$ cat src/rtl/core/priority_stack_insert_pop_assert.svh
// Assertion macros for the priority stack.
`ifndef PRIORITY_STACK_INSERT_POP_ASSERT_SVH
`define PRIORITY_STACK_INSERT_POP_ASSERT_SVH

// Same-cycle implication, checked out of reset.
`define PSI_ASSERT_SAME(name, clk_i, rst_n_i, ante, cons, msg) \
	name: assert property (@(posedge clk_i) disable iff (!(rst_n_i)) \
		(ante) |-> (cons)) else $error(msg);

// Next-cycle implication, checked out of reset.
`define PSI_ASSERT_NEXT(name, clk_i, rst_n_i, ante, cons, msg) \
	name: assert property (@(posedge clk_i) disable iff (!(rst_n_i)) \
		(ante) |=> (cons)) else $error(msg);

`endif

$ cat src/rtl/core/psi_pkg.sv
// Types and constants shared by the priority stack modules.
`default_nettype none

package psi_pkg;

	localparam int PSI_DEPTH  = 16;
	localparam int ELEM_BITS  = 32;
	localparam int PRIO_BITS  = 8;
	localparam int COUNT_BITS = 5;

	typedef enum logic {
		OP_PUSH = 1'b0,
		OP_POP  = 1'b1
	} op_t;

	typedef enum logic [1:0] {
		ST_OK        = 2'd0,
		ST_POP_EMPTY = 2'd1,
		ST_PUSH_FULL = 2'd2
	} status_t;

	typedef struct packed {
		op_t                  mode;
		logic [ELEM_BITS-1:0] elem_value;
		logic [PRIO_BITS-1:0] prio;
	} req_t;

	typedef struct packed {
		logic [ELEM_BITS-1:0]  front_elem;
		logic [PRIO_BITS-1:0]  front_prio;
		logic [COUNT_BITS-1:0] entry_count;
		logic                  is_empty;
		status_t               status;
	} rsp_t;

	typedef struct packed {
		logic [ELEM_BITS-1:0] elem;
		logic [PRIO_BITS-1:0] prio;
	} entry_t;

	typedef struct packed {
		logic   push_en;
		logic   pop_en;
		entry_t ent;
	} cmd_t;

endpackage

`default_nettype wire

$ cat src/rtl/core/priority_stack_insert_pop.sv
// Top level of the priority stack: cell row, count and result register.
`default_nettype none

// Bounded priority stack built as a row of DEPTH cells, entry 0 at the front.
// Every cell compares its priority with the pushed one in parallel and then
// keeps, takes the new word or shifts by one, so each item, push or pop, is
// applied in one step and one word is accepted per cycle while the output register is free. The result
// word appears in the output register the cycle after acceptance; a new word
// is accepted whenever that register is empty or being taken in the same
// cycle. Push on a full store and pop on an empty store change nothing and
// are reported in the status field.
`include "priority_stack_insert_pop_assert.svh"

module priority_stack_insert_pop import psi_pkg::*; #(
	parameter int DEPTH = PSI_DEPTH
) (
	input  logic clk,
	input  logic arst_n,
	input  logic req_valid,
	output logic req_ready,
	input  req_t req,
	output logic rsp_valid,
	input  logic rsp_ready,
	output rsp_t rsp
);

	localparam int CNT_W = $clog2(DEPTH + 1);

	logic [CNT_W-1:0] count_q;
	logic [CNT_W-1:0] count_next;
	logic             rsp_valid_q;
	rsp_t             rsp_q;

	logic             accept;
	logic             full;
	logic             empty;
	cmd_t             cmd;
	status_t          status;

	entry_t           ent_a [DEPTH];
	logic             gh_a  [DEPTH];
	entry_t           front_next;

	assign accept    = req_valid && req_ready;
	assign req_ready = !rsp_valid_q || rsp_ready;
	assign full      = (count_q == CNT_W'(DEPTH));
	assign empty     = (count_q == '0);

	always_comb begin
		cmd.push_en  = accept && (req.mode == OP_PUSH) && !full;
		cmd.pop_en   = accept && (req.mode == OP_POP) && !empty;
		cmd.ent.elem = req.elem_value;
		cmd.ent.prio = req.prio;
	end

	for (genvar i = 0; i < DEPTH; i++) begin : g_cell
		entry_t left;
		logic   left_gh;
		entry_t right;
		entry_t nxt;

		if (i == 0) begin : g_first
			assign left    = cmd.ent;
			assign left_gh = 1'b0;
			assign front_next = nxt;
		end else begin : g_inner
			assign left    = ent_a[i-1];
			assign left_gh = gh_a[i-1];
		end

		if (i == DEPTH - 1) begin : g_last
			assign right = ent_a[i];
		end else begin : g_mid
			assign right = ent_a[i+1];
		end

		psi_cell u_cell (
			.clk      (clk),
			.cmd      (cmd),
			.occ      (count_q > CNT_W'(i)),
			.left     (left),
			.left_gh  (left_gh),
			.right    (right),
			.ent      (ent_a[i]),
			.gh       (gh_a[i]),
			.ent_next (nxt)
		);
	end

	always_comb begin
		count_next = count_q;
		status     = ST_OK;
		if (cmd.push_en) begin
			count_next = count_q + 1'b1;
		end else if (cmd.pop_en) begin
			count_next = count_q - 1'b1;
		end
		if (req.mode == OP_PUSH && full) begin
			status = ST_PUSH_FULL;
		end else if (req.mode == OP_POP && empty) begin
			status = ST_POP_EMPTY;
		end
	end

	always_ff @(posedge clk or negedge arst_n) begin
		if (!arst_n) begin
			count_q     <= '0;
			rsp_valid_q <= 1'b0;
		end else begin
			if (accept) begin
				count_q     <= count_next;
				rsp_valid_q <= 1'b1;
			end else if (rsp_ready) begin
				rsp_valid_q <= 1'b0;
			end
		end
	end

	always_ff @(posedge clk) begin
		if (accept) begin
			rsp_q.front_elem  <= (count_next != '0) ? front_next.elem : '0;
			rsp_q.front_prio  <= (count_next != '0) ? front_next.prio : '0;
			rsp_q.entry_count <= COUNT_BITS'(count_next);
			rsp_q.is_empty    <= (count_next == '0);
			rsp_q.status      <= status;
		end
	end

	assign rsp_valid = rsp_valid_q;
	assign rsp       = rsp_q;

	`PSI_ASSERT_NEXT(a_accept_gives_rsp, clk, arst_n, accept, rsp_valid, "accepted word gave no result")
	`PSI_ASSERT_NEXT(a_push_full_flag, clk, arst_n, accept && req.mode == OP_PUSH && full, rsp.status == ST_PUSH_FULL && count_q == $past(count_q), "push on full not flagged")
	`PSI_ASSERT_NEXT(a_pop_count, clk, arst_n, accept && req.mode == OP_POP && !empty, count_q == $past(count_q) - 1'b1, "pop did not drop the count by one")
	`PSI_ASSERT_SAME(a_empty_zero, clk, arst_n, rsp_valid && rsp.is_empty, rsp.entry_count == '0 && rsp.front_elem == '0 && rsp.front_prio == '0, "empty result carries data")

endmodule

`default_nettype wire

$ cat src/rtl/core/psi_cell.sv
// One cell of the sorted store: holds an entry and shifts it on push or pop.
`default_nettype none

module psi_cell import psi_pkg::*; (
	input  logic   clk,
	input  cmd_t   cmd,
	input  logic   occ,
	input  entry_t left,
	input  logic   left_gh,
	input  entry_t right,
	output entry_t ent,
	output logic   gh,
	output entry_t ent_next
);

	entry_t ent_q;

	// The new entry belongs at or ahead of this cell unless a stored higher priority sits here.
	assign gh  = !(occ && (ent_q.prio > cmd.ent.prio));
	assign ent = ent_q;

	always_comb begin
		ent_next = ent_q;
		if (cmd.push_en && gh) begin
			ent_next = left_gh ? left : cmd.ent;
		end else if (cmd.pop_en) begin
			ent_next = right;
		end
	end

	always_ff @(posedge clk) begin
		ent_q <= ent_next;
	end

endmodule

`default_nettype wire
$ cat config.mk
export PLATFORM = sky130hd
export DESIGN_NAME = priority_stack_insert_pop
export DESIGN_NICKNAME = d
export VERILOG_FILES = /design/src/rtl/core/psi_pkg.sv /design/src/rtl/core/priority_stack_insert_pop.sv /design/src/rtl/core/psi_cell.sv
export VERILOG_INCLUDE_DIRS = /design/src /design/src/rtl/core
export SDC_FILE = /design/constraint.sdc
export NUM_CORES = 2
export LEC_CHECK = 0
export BUFFER_PORTS_ARGS = -buffer_cell sky130_fd_sc_hd__buf_2
export CAP_MARGIN = 20
export CORE_UTILIZATION = 55
export DETAILED_ROUTE_END_ITERATION = 8
export HOLD_SLACK_MARGIN = 0.03
export PLACE_DENSITY = 0.69
export SETUP_SLACK_MARGIN = 0.4
export SLEW_MARGIN = 30
export SYNTH_ARGS = -nofsm -noshare
export SYNTH_HDL_FRONTEND = slang
export SYNTH_SLANG_ARGS = --single-unit
$ cat constraint.sdc
create_clock -name clk -period 6.1 [get_ports clk]
set_input_delay 0.61 -clock clk [delete_from_list [all_inputs] [get_ports clk]]
set_output_delay 0.61 -clock clk [all_outputs]
set_load 0.03 [all_outputs]
Word level (Yosys, flattened, before mapping)
Index checks and enable logic that the tools add are counted.

Bitwise logic cells: 1. Multipliers: 0. Add/sub/neg operators: 2. Mux-type cells: 50. Divide/modulo/power cells: 0. Equality and inequality tests: 1. $lt $le $gt $ge: 32. Reductions and logical operators: 77. Shift operators: 0.

Operator list (number): $mux W40 (45); $gt A8 B8 Y1 (16); $gt A5 B4 Y1 const B (8); $logic_and A1 B1 Y1 (39); $reduce_bool A2 Y1 (15); $gt A5 B3 Y1 const B (4); $logic_not A1 Y1 (19); $gt A5 B1 Y1 const B (2); $gt A5 B2 Y1 const B (2); $logic_not A5 Y1 (2); $mux W5 (2); $add A5 B1 Y5 const B (1); $eq A5 B5 Y1 const B (1); $reduce_bool A5 Y1 (1); $sub A5 B1 Y5 const B (1); $mux W1 (3); $logic_or A1 B1 Y1 (1); $not A1 Y1 (1).

ROM bits: 0. Bits in latches: 0. Logic and storage cells: 202. Flip-flop bits (word level): 694. RAM bits: 0. Input port bits: 45. Output and inout port bits: 50. Memories: 0.

Logic depth before layout (Yosys ltp)
Word-level depth: 8. Depth in mapped cells: 12. Gate-level depth less buffers: 8.

Hierarchy
Synthesis repeated with hierarchy kept, for this count alone.

Cell total of the unflattened synthesis: 6632. Area total of the unflattened synthesis: 57332.5 um^2.

By module, submodules not included: psi_cell (cells an instance 399, sequential area each 800.8 um^2, area an instance 3409.5 um^2, instances 16); priority_stack_insert_pop (cells an instance 248, sequential area each 1591.5 um^2, area an instance 2780.2 um^2, instances 1).

Worst setup path before layout
OpenSTA, ideal clock, no wires.

Path type: register -> register. From: register count_q[1]. To: register g_cell[15].u_cell.ent_q (netlist bit g_cell[15].u_cell.ent[0]) (enable). Path slack: 1.520 ns. Required time: 5.638 ns. Data arrival time: 4.118 ns. Stages on the path, launching flop included: 11. Library setup time: 0.462 ns. Path buffers: 5. Clock period less this slack: 4.580 ns. Cells stage by stage: dfrtp_1 > clkbuf_1 > inv_1 > ha_1 > or3b_1 > buf_6 > o2111ai_1 > clkbuf_1 > buf_1 > clkbuf_1 > a31oi_1.

Longest elaborated chain between the ends: 4. Elaborated cells between the ends (all ways): 7. Those cells by class: 1 x order compare; 1 x eq/ne; 5 x reduce/logical.

RTL lines: start, declared (line priority_stack_insert_pop.sv:29) `logic [CNT_W-1:0] count_q;`; start signal, assigned (line priority_stack_insert_pop.sv:111) `count_q <= count_next;`; $gt A5 B4 Y1 / $eq A5 B5 Y1 (equally long branches) (line priority_stack_insert_pop.sv:80, priority_stack_insert_pop.sv:46); $logic_and A1 B1 Y1 / $logic_not A1 Y1 (equally long branches) (line psi_cell.sv:19, priority_stack_insert_pop.sv:50); $logic_not A1 Y1 / $logic_and A1 B1 Y1 (equally long branches) (line psi_cell.sv:19, priority_stack_insert_pop.sv:50); $logic_and A1 B1 Y1 (*) (line psi_cell.sv:24) `if (cmd.push_en && gh) begin`; end signal, assigned (line psi_cell.sv:32) `ent_q <= ent_next;`; end, declared (line psi_cell.sv:16) `entry_t ent_q;`.

Mark *: on every way between the ends. The rest lies on a longest branch, timed or not. A chain may end at the register's enable or synchronous reset.

==> summary.txt <==
register bit count reported by yosys: 694
Max Cap Viol: 0
post-synthesis average cell area: 11.3 sq um
root buf cell: clkbuf_16
CP Max Fanout: 70
Die Area: 69,000 sq um
Net Switching: 6360 uW
WHS: 337 ps
IO Pins: 95
maximum operating frequency: 233 MHz
clock power share: 25.7%
total grt overflow: 0
final hold vios: 0
launching point of the worst reg2reg path: count_q[1]$_DFFE_PN0N_
normalized max-slew margin: 32.0%
fin crit period: 4280 ps
RSZ-0062 raised after global routing: no
adder-cell share of the synthesized area: 4.49%
CP startpoint kind: flip-flop
Syn Nets: 3,484
setup_tns: 0 ps
Clock Skews: 18.3 ps
CP Capture Type: flip-flop
mux contribution to synthesized area: 16.7%
pin count of the biggest net entering global routing: 82
final core utilization: 61.4%
leak pwr: 0.0172 uW
total core area: 67,200 sq um
synth warn: 0
main combinational cell family by area after synthesis: multiplexers
Filler cells: 5,344
post-synthesis xor/xnor area fraction: 0.117%
Hold Crit Depth: 2
wire per inst: 25.4 microns
Inserted Clock Buffers: 76
EDFF count, synth: 648
Logic pwr share: 34.0%
initial core utilization: 55.7%
global-route wire length before repair: 164,000 microns
Compound-Gate Fraction of Synth Area: 13.4%
# port buffers: 94
register-to-register setup slack: 1820 ps
Max H-tree Level: 3
CTS tree: done
chip width: 263 microns
Mapped Area: 37,400 sq um
Sequential Power Share: 40.4%
maximum vdd drop: 390 uV
area share of and/or/nand/nor cells after synthesis: 7.59%
vias in the first global route: 27,300
top_reg_cell synth: edfxtp_1
Mapped Cells: 3,305
Final nets: 3,457
worst min path class: input port to flip-flop
Via density: 6.48
outcome: finished clean
GRT Total Usage: 30.7%
vias post-DR: 27,300
Clock Latency Late Sink: 620 ps
Die Span Y: 263 microns
critical path class: flip-flop to flip-flop
Area growth, synth to finish: 10.3%
final setup violating endpoints: 0
cts hold-fix bufs: 1
Critical Path RT: 6430 ps
Placer Congestion: 0.916
Post-synth ARST share: 0.865%
Cell variety after synth: 64
DP Wirelength: 66,600 microns
initial antenna violation count: 2
max-slew violations: 0
r2r endpoint: g_cell[4].u_cell.ent[25]$_DFFE_PP_
switching share of power: 35.5%
Rows: 95
cells on worst reg2reg path: 9
DRT Pass-1 Iters: 7
post-route ant nets: 0
CTS sink count: 694
Power Dens Cells: 434 nW/um^2
post-synthesis sequential area ratio: 54.6%
Clk pin slew, worst setup/hold paths: 60 ps
actual slew at the worst max-slew pin: 1020 ps
cell internal pwr: 11,500 uW
launch point of the worst path: count_q[1]$_DFFE_PN0N_
CP Capture Point: g_cell[4].u_cell.ent[25]$_DFFE_PP_
share of cells above drive strength 1: 11.7%
Post-CTS Setup Bufs: 0
DR iter-0 viols: 2,884
Final Cycle Share: 70.2%
Max Root-Sink Buffers: 3
Remaining DRCs: 0
Worst Path Arrival: 4620 ps
final WL: 107,000 microns
total power: 17,900 uW
post-cts repair resize count: 0
[power by group through the flow]
stage	Combinational, uW	Clock [uW]	Sequential, uW
2_1_floorplan	4190	0	7180
3_3_place_gp	5790	0	7260
3_5_place_dp	5960	0	7300
4_1_cts	6000	4650	7210
5_1_grt	6520	4810	7310
6_report	6080	4600	7230
[logic make-up (layout without fill, tap and decap cells)]
logic type	after synthesis	count (layout)
other	0	2
and+or+nand+nor	674	674
muxes	618	618
AOI/OAI and AO/OA	884	884
adders and majority gates	134	134
DFF	694	694
buffers and inverters	296	329
xor gates and xnor gates	5	5
[worst max-delay path, cell delays in order (launching register included)]
cell       delay, ps
dfrtp_1          750
inv_1            220
ha_1             300
or3b_1           410
o2111ai_4        460
buf_12           400
a21oi_4          170
buf_4            420
buf_4            570
a21oi_1          170
[cell usage in the layout (no fill, tap or decap), drive strengths merged, types with 49 or more instances in the layout]
cell type	count
buf	152
ha	134
nand2	62
clkbuf	107
a211oi	49
edfxtp	648
a21oi	540
mux2i	579
o21ai	217
nor2	514
[final cells by class]
| class | instances | area [sq um] | share of cell area [%] |
|---|---|---|---|
| Clock buffer | 107 | 2100 | 5.10 |
| Timing Repair Buffer | 153 | 1090 | 2.65 |
| Sequential cell | 694 | 20400 | 49.5 |
| Clock inverter | 31 | 338 | 0.820 |
| Inverter | 38 | 143 | 0.346 |
| Antenna cell | 2 | 5.00 | 0.0121 |
| Tap cell | 873 | 1090 | 2.65 |
| Multi-Input combinational cell | 2315 | 16000 | 38.9 |
[registers in the layout (all words and copies together) (netlist names)]
| signal | count |
|---|---|
| g_cell.u_cell.ent | 640 |
| rsp_valid | 1 |
| rsp | 48 |
| count_q | 5 |
[Yosys cell counts (6+ instances only)]
library cell / count / area share [%]
nand4_1: 27 / 0.45
mux2_2: 39 / 1.2
a211o_1: 7 / 0.16
or2_2: 11 / 0.18
nand3_1: 11 / 0.15
edfxtp_1: 648 / 52
dfxtp_1: 40 / 2.1
mux2i_1: 579 / 16
nand2b_1: 7 / 0.12
o211ai_1: 15 / 0.30
a211oi_2: 39 / 1.3
buf_1: 42 / 0.42
o21ai_0: 217 / 2.9
o21a_1: 8 / 0.16
a211oi_1: 10 / 0.20
nor2b_1: 13 / 0.22
a21oi_1: 540 / 7.2
inv_1: 37 / 0.37
a21o_1: 8 / 0.16
buf_2: 14 / 0.19
dfrtp_1: 6 / 0.40
nor2_1: 514 / 5.2
ha_1: 134 / 4.5
nand2_1: 62 / 0.62
clkbuf_1: 197 / 2.0
[per-layer routing]
metal  share of wire (%)  vias to the layer above  global-route usage [%]
met5                   0                        -                       0
met4                 3.0                        0                    9.76
met3                 7.9                      217                    5.12
met2                  47                     1236                    50.3
met1                  42                    13600                    41.9
li1                    -                    12300                       -
[worst min path at each step]
stage | endpoint | slack, ps | startpoint
3_3_place_gp | count_q[1]$_DFFE_PN0N_ | 450 | arst_n
4_1_cts | rsp_valid$_DFFE_PN0P_ | 310 | req_valid
6_report | rsp_valid$_DFFE_PN0P_ | 340 | req_valid
5_1_grt | rsp_valid$_DFFE_PN0P_ | 330 | req_valid
3_5_place_dp | count_q[1]$_DFFE_PN0N_ | 460 | arst_n
2_1_floorplan | count_q[0]$_DFFE_PN0N_ | 310 | arst_n
[per-stage QoR]
stage	std cells	setup WS (ps)	instance area, sq um
global placement	4069	1670	38700
finish	4213	1820	41200
CTS	4209	1850	41100
detailed placement	4070	1550	38700
global route	4213	1670	41200
floorplan	3305	1520	37400
No activity file was read; power rests on OpenSTA's default activity.
